===== src/rtl/fire_heat_field_update_defines.svh =====
// Assertion macros shared by the fire heat field RTL.
`ifndef FIRE_HEAT_FIELD_UPDATE_DEFINES_SVH
`define FIRE_HEAT_FIELD_UPDATE_DEFINES_SVH

// Consequent must hold in the same cycle as the antecedent.
`define FHF_ASSERT_NOW(label, clk, rst_n, ante, cons) \
    label: assert property (@(posedge clk) disable iff (!(rst_n)) (ante) |-> (cons)) \
        else $error("fire heat field check failed");

// Consequent must hold in the cycle after the antecedent.
`define FHF_ASSERT_NEXT(label, clk, rst_n, ante, cons) \
    label: assert property (@(posedge clk) disable iff (!(rst_n)) (ante) |=> (cons)) \
        else $error("fire heat field check failed");

`endif


===== src/rtl/fhf_pkg.sv =====
// Package with the types and constants of the fire heat field block.
`timescale 1ns / 1ps
package fhf_pkg;

    localparam int FHF_MAX_WIDTH  = 128;
    localparam int FHF_MAX_HEIGHT = 128;
    localparam int DIM_MIN        = 3;

    localparam logic [7:0] FIELD_WIDTH_RESET  = 8'd120;
    localparam logic [7:0] FIELD_HEIGHT_RESET = 8'd80;

    // Configuration register indexes.
    localparam logic [7:0] REG_FIELD_WIDTH  = 8'd0;
    localparam logic [7:0] REG_FIELD_HEIGHT = 8'd1;

    localparam logic [5:0] SEED_BASE  = 6'd32;
    localparam logic [5:0] GREEN_KNEE = 6'd16;
    localparam logic [5:0] BLUE_KNEE  = 6'd44;
    localparam logic [9:0] BLUE_GAIN  = 10'd12;
    localparam logic [9:0] CHAN_MAX   = 10'd255;

    typedef struct packed {
        logic [4:0] seed;
        logic       decay;
    } t_in_item;

    typedef struct packed {
        logic [7:0] red;
        logic [7:0] green;
        logic [7:0] blue;
        logic [6:0] column;
        logic [6:0] line;
        logic       frame_end;
    } t_out_item;

    typedef struct packed {
        logic [7:0] index;
        logic [7:0] value;
    } t_cfg_write;

    // What the update stage needs to know about an item.
    typedef struct packed {
        logic       seed_item;
        logic       interior;
        logic       second_last;
        logic       frame_end;
        logic       decay;
        logic [4:0] seed;
    } t_item_ctl;

    typedef struct packed {
        logic valid;
        logic free;
    } t_s1_status;

endpackage


===== src/rtl/fhf_chan_if.sv =====
// Valid/ready channel interface carrying one payload item.
`timescale 1ns / 1ps
interface fhf_chan_if #(
    parameter type T = logic
);
    logic valid;
    logic ready;
    T     data;

    modport source (output valid, output data, input ready);
    modport sink   (input valid, input data, output ready);
endinterface


===== src/rtl/fhf_cell_update.sv =====
// Update stage: row window, cell averaging and cooling, write-back and palette output.
`timescale 1ns / 1ps
module fhf_cell_update #(
    parameter int MAX_WIDTH  = fhf_pkg::FHF_MAX_WIDTH,
    parameter int MAX_HEIGHT = fhf_pkg::FHF_MAX_HEIGHT,
    localparam int CW = $clog2(MAX_WIDTH),
    localparam int RW = $clog2(MAX_HEIGHT)
) (
    input  logic                i_clk,
    input  logic                i_rst_n,
    input  logic                i_load,
    input  fhf_pkg::t_item_ctl  i_ctl,
    input  logic [CW-1:0]       i_col,
    input  logic [RW-1:0]       i_row,
    input  logic [5:0]          i_rdata_a,
    input  logic [5:0]          i_rdata_b,
    output logic                o_we,
    output logic [CW+RW-1:0]    o_waddr,
    output logic [5:0]          o_wdata,
    output fhf_pkg::t_s1_status o_status,
    fhf_chan_if.source          o_pixel
);
    import fhf_pkg::*;

    logic          r_v1;
    t_item_ctl     r_ctl;
    logic [CW-1:0] r_col;
    logic [RW-1:0] r_row;
    logic [5:0]    r_w0;
    logic [5:0]    r_w1;
    logic          r_ov;
    t_out_item     r_out;
    t_out_item     n_out;

    logic          out_free;
    logic          s1_adv;
    logic [5:0]    fourth;
    logic [7:0]    sum;
    logic [5:0]    avg;
    logic [5:0]    cooled;
    logic [5:0]    heat;
    logic [9:0]    red_raw;
    logic [9:0]    green_raw;
    logic [9:0]    blue_raw;

    assign out_free = !r_ov || o_pixel.ready;
    // Seed items leave without a result, so they never wait for the output.
    assign s1_adv   = r_v1 && (r_ctl.seed_item || out_free);

    always_comb begin
        // r_w0 and r_w1 hold the lower-left and lower cells; port A brings the
        // lower-right one. On the second-to-last row the lower cell counts twice.
        fourth = r_ctl.second_last ? r_w1 : i_rdata_b;
        sum    = 8'(r_w0) + 8'(r_w1) + 8'(i_rdata_a) + 8'(fourth);
        avg    = sum[7:2];
        cooled = (avg >= 6'(r_ctl.decay)) ? avg - 6'(r_ctl.decay) : 6'd0;
        heat   = r_ctl.interior ? cooled : i_rdata_b;

        red_raw   = 10'(heat) << 3;
        green_raw = (heat < GREEN_KNEE) ? 10'd0 : 10'(heat - GREEN_KNEE) << 3;
        blue_raw  = (heat < BLUE_KNEE) ? 10'd0 : 10'(heat - BLUE_KNEE) * BLUE_GAIN;

        n_out.red       = (red_raw > CHAN_MAX) ? 8'hFF : red_raw[7:0];
        n_out.green     = (green_raw > CHAN_MAX) ? 8'hFF : green_raw[7:0];
        n_out.blue      = (blue_raw > CHAN_MAX) ? 8'hFF : blue_raw[7:0];
        n_out.column    = 7'(r_col);
        n_out.line      = 7'(r_row);
        n_out.frame_end = r_ctl.frame_end;
    end

    assign o_we      = s1_adv && (r_ctl.seed_item || r_ctl.interior);
    assign o_waddr   = {r_row, r_col};
    assign o_wdata   = r_ctl.seed_item ? SEED_BASE + 6'(r_ctl.seed) : cooled;

    assign o_status.valid = r_v1;
    assign o_status.free  = !r_v1 || s1_adv;

    assign o_pixel.valid = r_ov;
    assign o_pixel.data  = r_out;

    always_ff @(posedge i_clk) begin
        if (!i_rst_n) begin
            r_v1 <= 1'b0;
            r_ov <= 1'b0;
        end else begin
            if (i_load) begin
                r_v1 <= 1'b1;
            end else if (s1_adv) begin
                r_v1 <= 1'b0;
            end
            if (s1_adv && !r_ctl.seed_item) begin
                r_ov <= 1'b1;
            end else if (o_pixel.ready) begin
                r_ov <= 1'b0;
            end
        end
    end

    always_ff @(posedge i_clk) begin
        if (i_load) begin
            r_ctl <= i_ctl;
            r_col <= i_col;
            r_row <= i_row;
        end
        if (s1_adv) begin
            r_w0 <= r_w1;
            r_w1 <= i_rdata_a;
            if (!r_ctl.seed_item) begin
                r_out <= n_out;
            end
        end
    end

endmodule


===== src/flat_wrapper.sv =====
// flat-port wrapper written by rule: the top's interface ports become plain ports
module fhf_cell_update_flat import fhf_pkg::*;
#(
    parameter int MAX_WIDTH  = fhf_pkg::FHF_MAX_WIDTH,
    parameter int MAX_HEIGHT = fhf_pkg::FHF_MAX_HEIGHT,
    localparam int CW = $clog2(MAX_WIDTH),
    localparam int RW = $clog2(MAX_HEIGHT)
)
  (i_clk, i_rst_n, i_load, i_ctl, i_col, i_row, i_rdata_a, i_rdata_b, o_we, o_waddr, o_wdata, o_status, o_pixel_valid, o_pixel_data, o_pixel_ready);
  fhf_chan_if o_pixel_i ();
  input  logic i_clk;
  input  logic i_rst_n;
  input  logic i_load;
  input  fhf_pkg::t_item_ctl i_ctl;
  input  logic [CW-1:0] i_col;
  input  logic [RW-1:0] i_row;
  input  logic [5:0] i_rdata_a;
  input  logic [5:0] i_rdata_b;
  output logic o_we;
  output logic [CW+RW-1:0] o_waddr;
  output logic [5:0] o_wdata;
  output fhf_pkg::t_s1_status o_status;
  output wire logic [$bits(o_pixel_i.valid)-1:0] o_pixel_valid;
  output wire logic [$bits(o_pixel_i.data)-1:0] o_pixel_data;
  input wire logic [$bits(o_pixel_i.ready)-1:0] o_pixel_ready;
  assign o_pixel_valid = o_pixel_i.valid;
  assign o_pixel_data = o_pixel_i.data;
  assign o_pixel_i.ready = o_pixel_ready;
  fhf_cell_update #(.MAX_WIDTH(MAX_WIDTH), .MAX_HEIGHT(MAX_HEIGHT)) u_core (.i_clk(i_clk), .i_rst_n(i_rst_n), .i_load(i_load), .i_ctl(i_ctl), .i_col(i_col), .i_row(i_row), .i_rdata_a(i_rdata_a), .i_rdata_b(i_rdata_b), .o_we(o_we), .o_waddr(o_waddr), .o_wdata(o_wdata), .o_status(o_status), .o_pixel(o_pixel_i));
endmodule

===== config.mk =====
export PLATFORM = sky130hd
export DESIGN_NAME = fhf_cell_update_flat
export DESIGN_NICKNAME = d
export VERILOG_FILES = /design/src/rtl/fire_heat_field_update_defines.svh /design/src/rtl/fhf_pkg.sv /design/src/rtl/fhf_chan_if.sv /design/src/rtl/fhf_cell_update.sv /design/src/flat_wrapper.sv
export SDC_FILE = /design/constraint.sdc
export NUM_CORES = 1
export LEC_CHECK = 0
export BUFFER_PORTS_ARGS = -buffer_cell sky130_fd_sc_hd__buf_2
export CELL_PAD_IN_SITES_DETAIL_PLACEMENT = 1
export CELL_PAD_IN_SITES_GLOBAL_PLACEMENT = 1
export CORE_AREA = 2 2 76 78
export CTS_CLUSTER_SIZE = 20
export DETAILED_ROUTE_END_ITERATION = 6
export DIE_AREA = 0 0 78 80
export PLACE_DENSITY_LB_ADDON = 0.1
export SLEW_MARGIN = 30
export SYNTH_ARGS = -nofsm -noshare
export SYNTH_HDL_FRONTEND = slang
export SYNTH_SLANG_ARGS = --single-unit

===== constraint.sdc =====
create_clock -name i_clk -period 7.4 [get_ports i_clk]
set_input_delay 0.37 -clock i_clk [delete_from_list [all_inputs] [get_ports i_clk]]
set_output_delay 0.37 -clock i_clk [all_outputs]
set_load 0.01 [all_outputs]

==> report_table.html <==
<table>
<tr><th>Metric</th><th>Value</th></tr>
<tr><th colspan="2">Floorplan</th></tr>
<tr><td>Chip Height</td><td>around 80 um</td></tr>
<tr><td>Initial standard-cell utilization of the core</td><td>0.4222</td></tr>
<tr><td>Total die area</td><td>around 6200 um2</td></tr>
<tr><td>Placeable Area</td><td>roughly 5400 um2</td></tr>
<tr><td>Ports</td><td>65</td></tr>
<tr><td>Width of the die</td><td>around 78 um</td></tr>
<tr><td>Floorplan row count</td><td>27</td></tr>
<tr><th colspan="2">Layout</th></tr>
<tr><td>Share of cells above drive strength 1</td><td>0.3222</td></tr>
<tr><td>Non-filler cells, final</td><td>between 300 and 400</td></tr>
<tr><td>Area Growth Syn to Fin</td><td>16.61%</td></tr>
<tr><td>Fin area</td><td>approximately 2700 um2</td></tr>
<tr><td>Number of fillers in the final layout</td><td>~630</td></tr>
<tr><td>End-of-flow core utilization</td><td>0.4924</td></tr>
<tr><td>Combined flip-flop and latch cell area</td><td>roughly 1200 um2</td></tr>
<tr><td>Multi-input logic area</td><td>between 900 and 1000 um2</td></tr>
<tr><td>Ant. Diodes</td><td>0</td></tr>
<tr><td>Total Nets Final</td><td>roughly 300</td></tr>
<tr><th colspan="2">Logic synthesis</th></tr>
<tr><td>Average instance area after synthesis</td><td>approximately 12 um2</td></tr>
<tr><td>Library cell with the highest instance count after synthesis</td><td>sky130_fd_sc_hd__edfxtp_1</td></tr>
<tr><td>Post-synth top area cell</td><td>sky130_fd_sc_hd__edfxtp_1</td></tr>
<tr><td>Commonest cells in the netlist</td><td>sky130_fd_sc_hd__edfxtp_1, sky130_fd_sc_hd__inv_1, sky130_fd_sc_hd__buf_4</td></tr>
<tr><td>Primary FF master, synth</td><td>sky130_fd_sc_hd__edfxtp_1</td></tr>
<tr><td>Share of the synthesized area in the top cell type</td><td>0.4868</td></tr>
<tr><td>Netlist cell types</td><td>43</td></tr>
<tr><td>Sequential-to-total area share from yosys stat</td><td>0.5044</td></tr>
<tr><td>Synthesized flop and latch total</td><td>39</td></tr>
<tr><td>Syn_nets</td><td>roughly 250</td></tr>
<tr><td>Warnings from Yosys</td><td>0</td></tr>
<tr><td>Async set or reset register ratio after synthesis</td><td>0</td></tr>
<tr><td>Area contributors post-synth</td><td>sky130_fd_sc_hd__edfxtp_1, sky130_fd_sc_hd__ha_1, sky130_fd_sc_hd__fa_1, sky130_fd_sc_hd__buf_4, sky130_fd_sc_hd__a21oi_1</td></tr>
<tr><td>Cell count after synthesis</td><td>about 190</td></tr>
<tr><td>EDFF count, synth</td><td>37</td></tr>
<tr><td>Area of the mapped netlist</td><td>approximately 2300 um2</td></tr>
<tr><th colspan="2">Clock tree</th></tr>
<tr><td>Worst-skew pair later-pin latency</td><td>roughly 0.28 ns</td></tr>
<tr><td>CTS buffer count</td><td>5</td></tr>
<tr><td>Post-CTS Hold Buffers</td><td>0</td></tr>
<tr><td>Bufs on Longest Clock Path</td><td>2</td></tr>
<tr><td>Post-CTS Repair Setup Buffers</td><td>0</td></tr>
<tr><td>Clock tree from TritonCTS</td><td>done</td></tr>
<tr><td>Depth of the CTS H-tree</td><td>2</td></tr>
<tr><td>Number of gates resized after cts</td><td>0</td></tr>
<tr><td>Reg clk slew, reported paths</td><td>0.08 ns</td></tr>
<tr><td>Number of sinks on the clock net</td><td>39</td></tr>
<tr><td>Clock root buffer</td><td>sky130_fd_sc_hd__clkbuf_8</td></tr>
<tr><th colspan="2">Critical path</th></tr>
<tr><td>Crit path kind</td><td>reg2out</td></tr>
<tr><td>Worst flop-to-flop path startpoint</td><td>u_core.r_ctl[9]</td></tr>
<tr><td>Crit-path slowest cell</td><td>sky130_fd_sc_hd__fa_1</td></tr>
<tr><td>WP data required</td><td>7.03 ns</td></tr>
<tr><td>Top fanout value on the critical path</td><td>10</td></tr>
<tr><td>Endpoint of the worst register-to-register path</td><td>u_core.r_w1[5]</td></tr>
<tr><td>Data arrival at the endpoint of the critical path</td><td>4.47 ns</td></tr>
<tr><td>Ordered cell list for the critical path</td><td>ha_1 -&gt; fa_1 -&gt; a21o_1 -&gt; a21oi_1 -&gt; xor2_1 -&gt; fa_1 -&gt; inv_1 -&gt; ha_1 -&gt; or3b_2 -&gt; a211o_1 -&gt; o2111a_1 -&gt; and3b_2 -&gt; o31ai_1 -&gt; buf_2</td></tr>
<tr><td>CP startpoint</td><td>u_core.r_w1[0]</td></tr>
<tr><td>WP depth</td><td>14</td></tr>
<tr><td>WP buf/inv</td><td>2</td></tr>
<tr><td>Delay of the slowest cell on the worst path</td><td>roughly 0.51 ns</td></tr>
<tr><td>Critical Path Sink Type</td><td>output pin</td></tr>
<tr><td>End point of the critical path</td><td>o_wdata[1]</td></tr>
<tr><td>FF-to-FF path depth</td><td>2</td></tr>
<tr><td>Kind of cell with the highest combined delay on the critical path</td><td>adder cells</td></tr>
<tr><td>Startpoint type of the worst setup path</td><td>flip-flop</td></tr>
<tr><td>R2r setup slk</td><td>5.72 ns</td></tr>
<tr><th colspan="2">Flow run</th></tr>
<tr><td>Number of maximum-capacitance violations</td><td>0</td></tr>
<tr><th colspan="2">Global route</th></tr>
<tr><td>Global-route wire length before repair</td><td>around 8100 um</td></tr>
<tr><td>Pin count of the biggest net entering global routing</td><td>26</td></tr>
<tr><td>Total global routing track utilization</td><td>0.1643</td></tr>
<tr><td>Initial antenna violation count</td><td>0</td></tr>
<tr><td>Vias in the first global route</td><td>approximately 1,700</td></tr>
<tr><td>Total gr overflow</td><td>0</td></tr>
<tr><th colspan="2">Routing</th></tr>
<tr><td>Post-detailed-route count of antenna-violating nets</td><td>0</td></tr>
<tr><td>DRC violations left</td><td>0</td></tr>
<tr><td>Routed vias</td><td>approximately 1,500</td></tr>
<tr><td>Detailed Route Iter0 Violations</td><td>57</td></tr>
<tr><td>Wire length after detailed routing</td><td>4571 um</td></tr>
<tr><td>Number of iterations in the first detailed-routing pass</td><td>3</td></tr>
<tr><td>Drt wl/cell</td><td>~15 um</td></tr>
<tr><td>Routed vias/inst</td><td>4.949</td></tr>
<tr><th colspan="2">Power</th></tr>
<tr><td>Share of power burned in registers</td><td>0.385</td></tr>
<tr><td>Int Power</td><td>between 0.4 and 0.5 mW</td></tr>
<tr><td>Pleak</td><td>around 1.2 nW</td></tr>
<tr><td>Total power consumption of the routed design</td><td>about 0.69 mW</td></tr>
<tr><td>Net switching power figure</td><td>~0.22 mW</td></tr>
<tr><td>Clock power frac</td><td>0.251</td></tr>
<tr><td>Largest voltage drop on the vdd net</td><td>about 0.00018 V</td></tr>
<tr><td>Combinational Power Share</td><td>0.363</td></tr>
<tr><td>Power density relative to cell area</td><td>259.0 nW/um2</td></tr>
<tr><td>Fraction of power spent switching nets</td><td>0.3232</td></tr>
<tr><th colspan="2">Min path</th></tr>
<tr><td>Min-delay worst type</td><td>in2reg</td></tr>
<tr><th colspan="2">Place</th></tr>
<tr><td>Cell Count Post-Placement</td><td>roughly 300</td></tr>
<tr><td>Count of input and output buffers</td><td>64</td></tr>
<tr><td>Placed wire-length estimate after detailed placement</td><td>3695 um</td></tr>
<tr><td>GP Congestion</td><td>roughly 0.80</td></tr>
<tr><td>Placed cell area</td><td>2549 um2</td></tr>
<tr><th colspan="2">Timing</th></tr>
<tr><td>Maximum operating frequency</td><td>206.8 MHz</td></tr>
<tr><td>Final Hold Fails</td><td>0</td></tr>
<tr><td>Setup Total Neg Slack</td><td>0 ns</td></tr>
<tr><td>Worst clock skew</td><td>0.006194 ns</td></tr>
<tr><td>Setup violators final</td><td>0</td></tr>
<tr><td>Share of the clock period used by the worst path</td><td>0.6535</td></tr>
<tr><td>Pins Over Slew Limit</td><td>0</td></tr>
<tr><td>Actual slew at the worst max-slew pin</td><td>roughly 0.55 ns</td></tr>
<tr><td>Final period demand of the worst path</td><td>between 4 and 5 ns</td></tr>
<tr><td>Worst slew margin relative to its limit</td><td>0.6362</td></tr>
<tr><td>Unrepaired setup endpoints after global routing</td><td>no</td></tr>
<tr><th colspan="2">Run status</th></tr>
<tr><td>Status</td><td>complete, no violations</td></tr>
</table>
==> area by class of cell <==
cell class,count,share of cell area
flip-flops and latches,39,0.4325
multi-input cells,112,0.3484
repair buffers,64,0.1204
well taps,72,0.03385
clock buffers,5,0.02586
inverters,16,0.02257
clock inverters,3,0.01646
==> worst register-to-register path, cell delays in order (launching register included) <==
cell and delay (ns):
sky130_fd_sc_hd__edfxtp_1 0.64, sky130_fd_sc_hd__o21ai_0 0.25, sky130_fd_sc_hd__inv_1 0.43
==> sequential cells by signal (all words and copies together), names as in the netlist <==
| signal | cells |
|---|---|
| u_core.o_pixel.valid | 1 |
| u_core.r_row | 7 |
| u_core.r_w1 | 6 |
| u_core.r_col | 7 |
| u_core.o_pixel.data | 1 |
| u_core.n_out | 1 |
| u_core.r_v1 | 1 |
| u_core.r_ctl | 9 |
| u_core.r_w0 | 6 |
==> worst min-delay path by stage <==
stage               startpoint  slack (ns)             endpoint  cells past startpoint
6_report              i_col[6]        0.25      u_core.r_col[6]                      1
5_1_grt               i_col[1]        0.23      u_core.r_col[1]                      1
4_1_cts               i_col[6]        0.24      u_core.r_col[6]                      1
3_5_place_dp   u_core.n_out[0]        0.43  u_core.o_pixel.data                      0
3_3_place_gp   u_core.n_out[0]        0.41  u_core.o_pixel.data                      0
2_1_floorplan  u_core.n_out[0]        0.40  u_core.o_pixel.data                      0
==> logic make-up after synthesis <==
logic type / share of synthesized area
AO/OA/AOI/OAI: 0.1107
flip-flops: 0.5044
XOR/XNOR: 0.02686
multiplexers: 0.03344
adder cells (fa/ha/maj): 0.1382
buffers and inverters: 0.08936
AND/OR/NAND/NOR: 0.09705
==> metal layers <==
| metal | routed length [um] | global-route usage |
|---|---|---|
| met2 | 2367 | 0.2974 |
| met3 | 284 | 0.05317 |
| met1 | 1887 | 0.1885 |
| met5 | 0 | 0 |
| met4 | 31 | 0.03860 |
==> power by group through the flow <==
stage	combinational, mW	sequential (mW)	clock [mW]
after floorplan	0.193	0.267	0
after global placement	0.241	0.270	0
after detailed placement	0.251	0.271	0
after CTS	0.253	0.266	0.180
after global routing	0.283	0.268	0.189
final	0.250	0.266	0.173
==> placed cells by master, fill, tap and decap left out, types with 3 or more instances in the layout <==
cell type	count
sky130_fd_sc_hd__inv_1	16
sky130_fd_sc_hd__fa_1	7
sky130_fd_sc_hd__a21oi_1	12
sky130_fd_sc_hd__buf_2	64
sky130_fd_sc_hd__nand2_1	6
sky130_fd_sc_hd__o21ai_0	3
sky130_fd_sc_hd__nor3_1	3
sky130_fd_sc_hd__nand3_1	4
sky130_fd_sc_hd__ha_1	14
sky130_fd_sc_hd__a21o_1	4
sky130_fd_sc_hd__nor2b_1	7
sky130_fd_sc_hd__xnor2_1	3
sky130_fd_sc_hd__nor2_1	10
sky130_fd_sc_hd__o21a_1	3
sky130_fd_sc_hd__mux2i_1	5
sky130_fd_sc_hd__edfxtp_1	37
sky130_fd_sc_hd__nand2b_1	3
sky130_fd_sc_hd__clkbuf_8	5
sky130_fd_sc_hd__xor2_1	4
==> per-stage QoR <==
stage / hold WS [ns] / setup slack [ns]
after CTS: 0.2405 / 2.540
after global placement: 0.4054 / 3.035
after floorplan: 0.4003 / 3.183
after global routing: 0.2297 / 2.300
final: 0.2541 / 2.564
after detailed placement: 0.4296 / 2.864
Note: power is estimated with default switching activity, not from simulation.
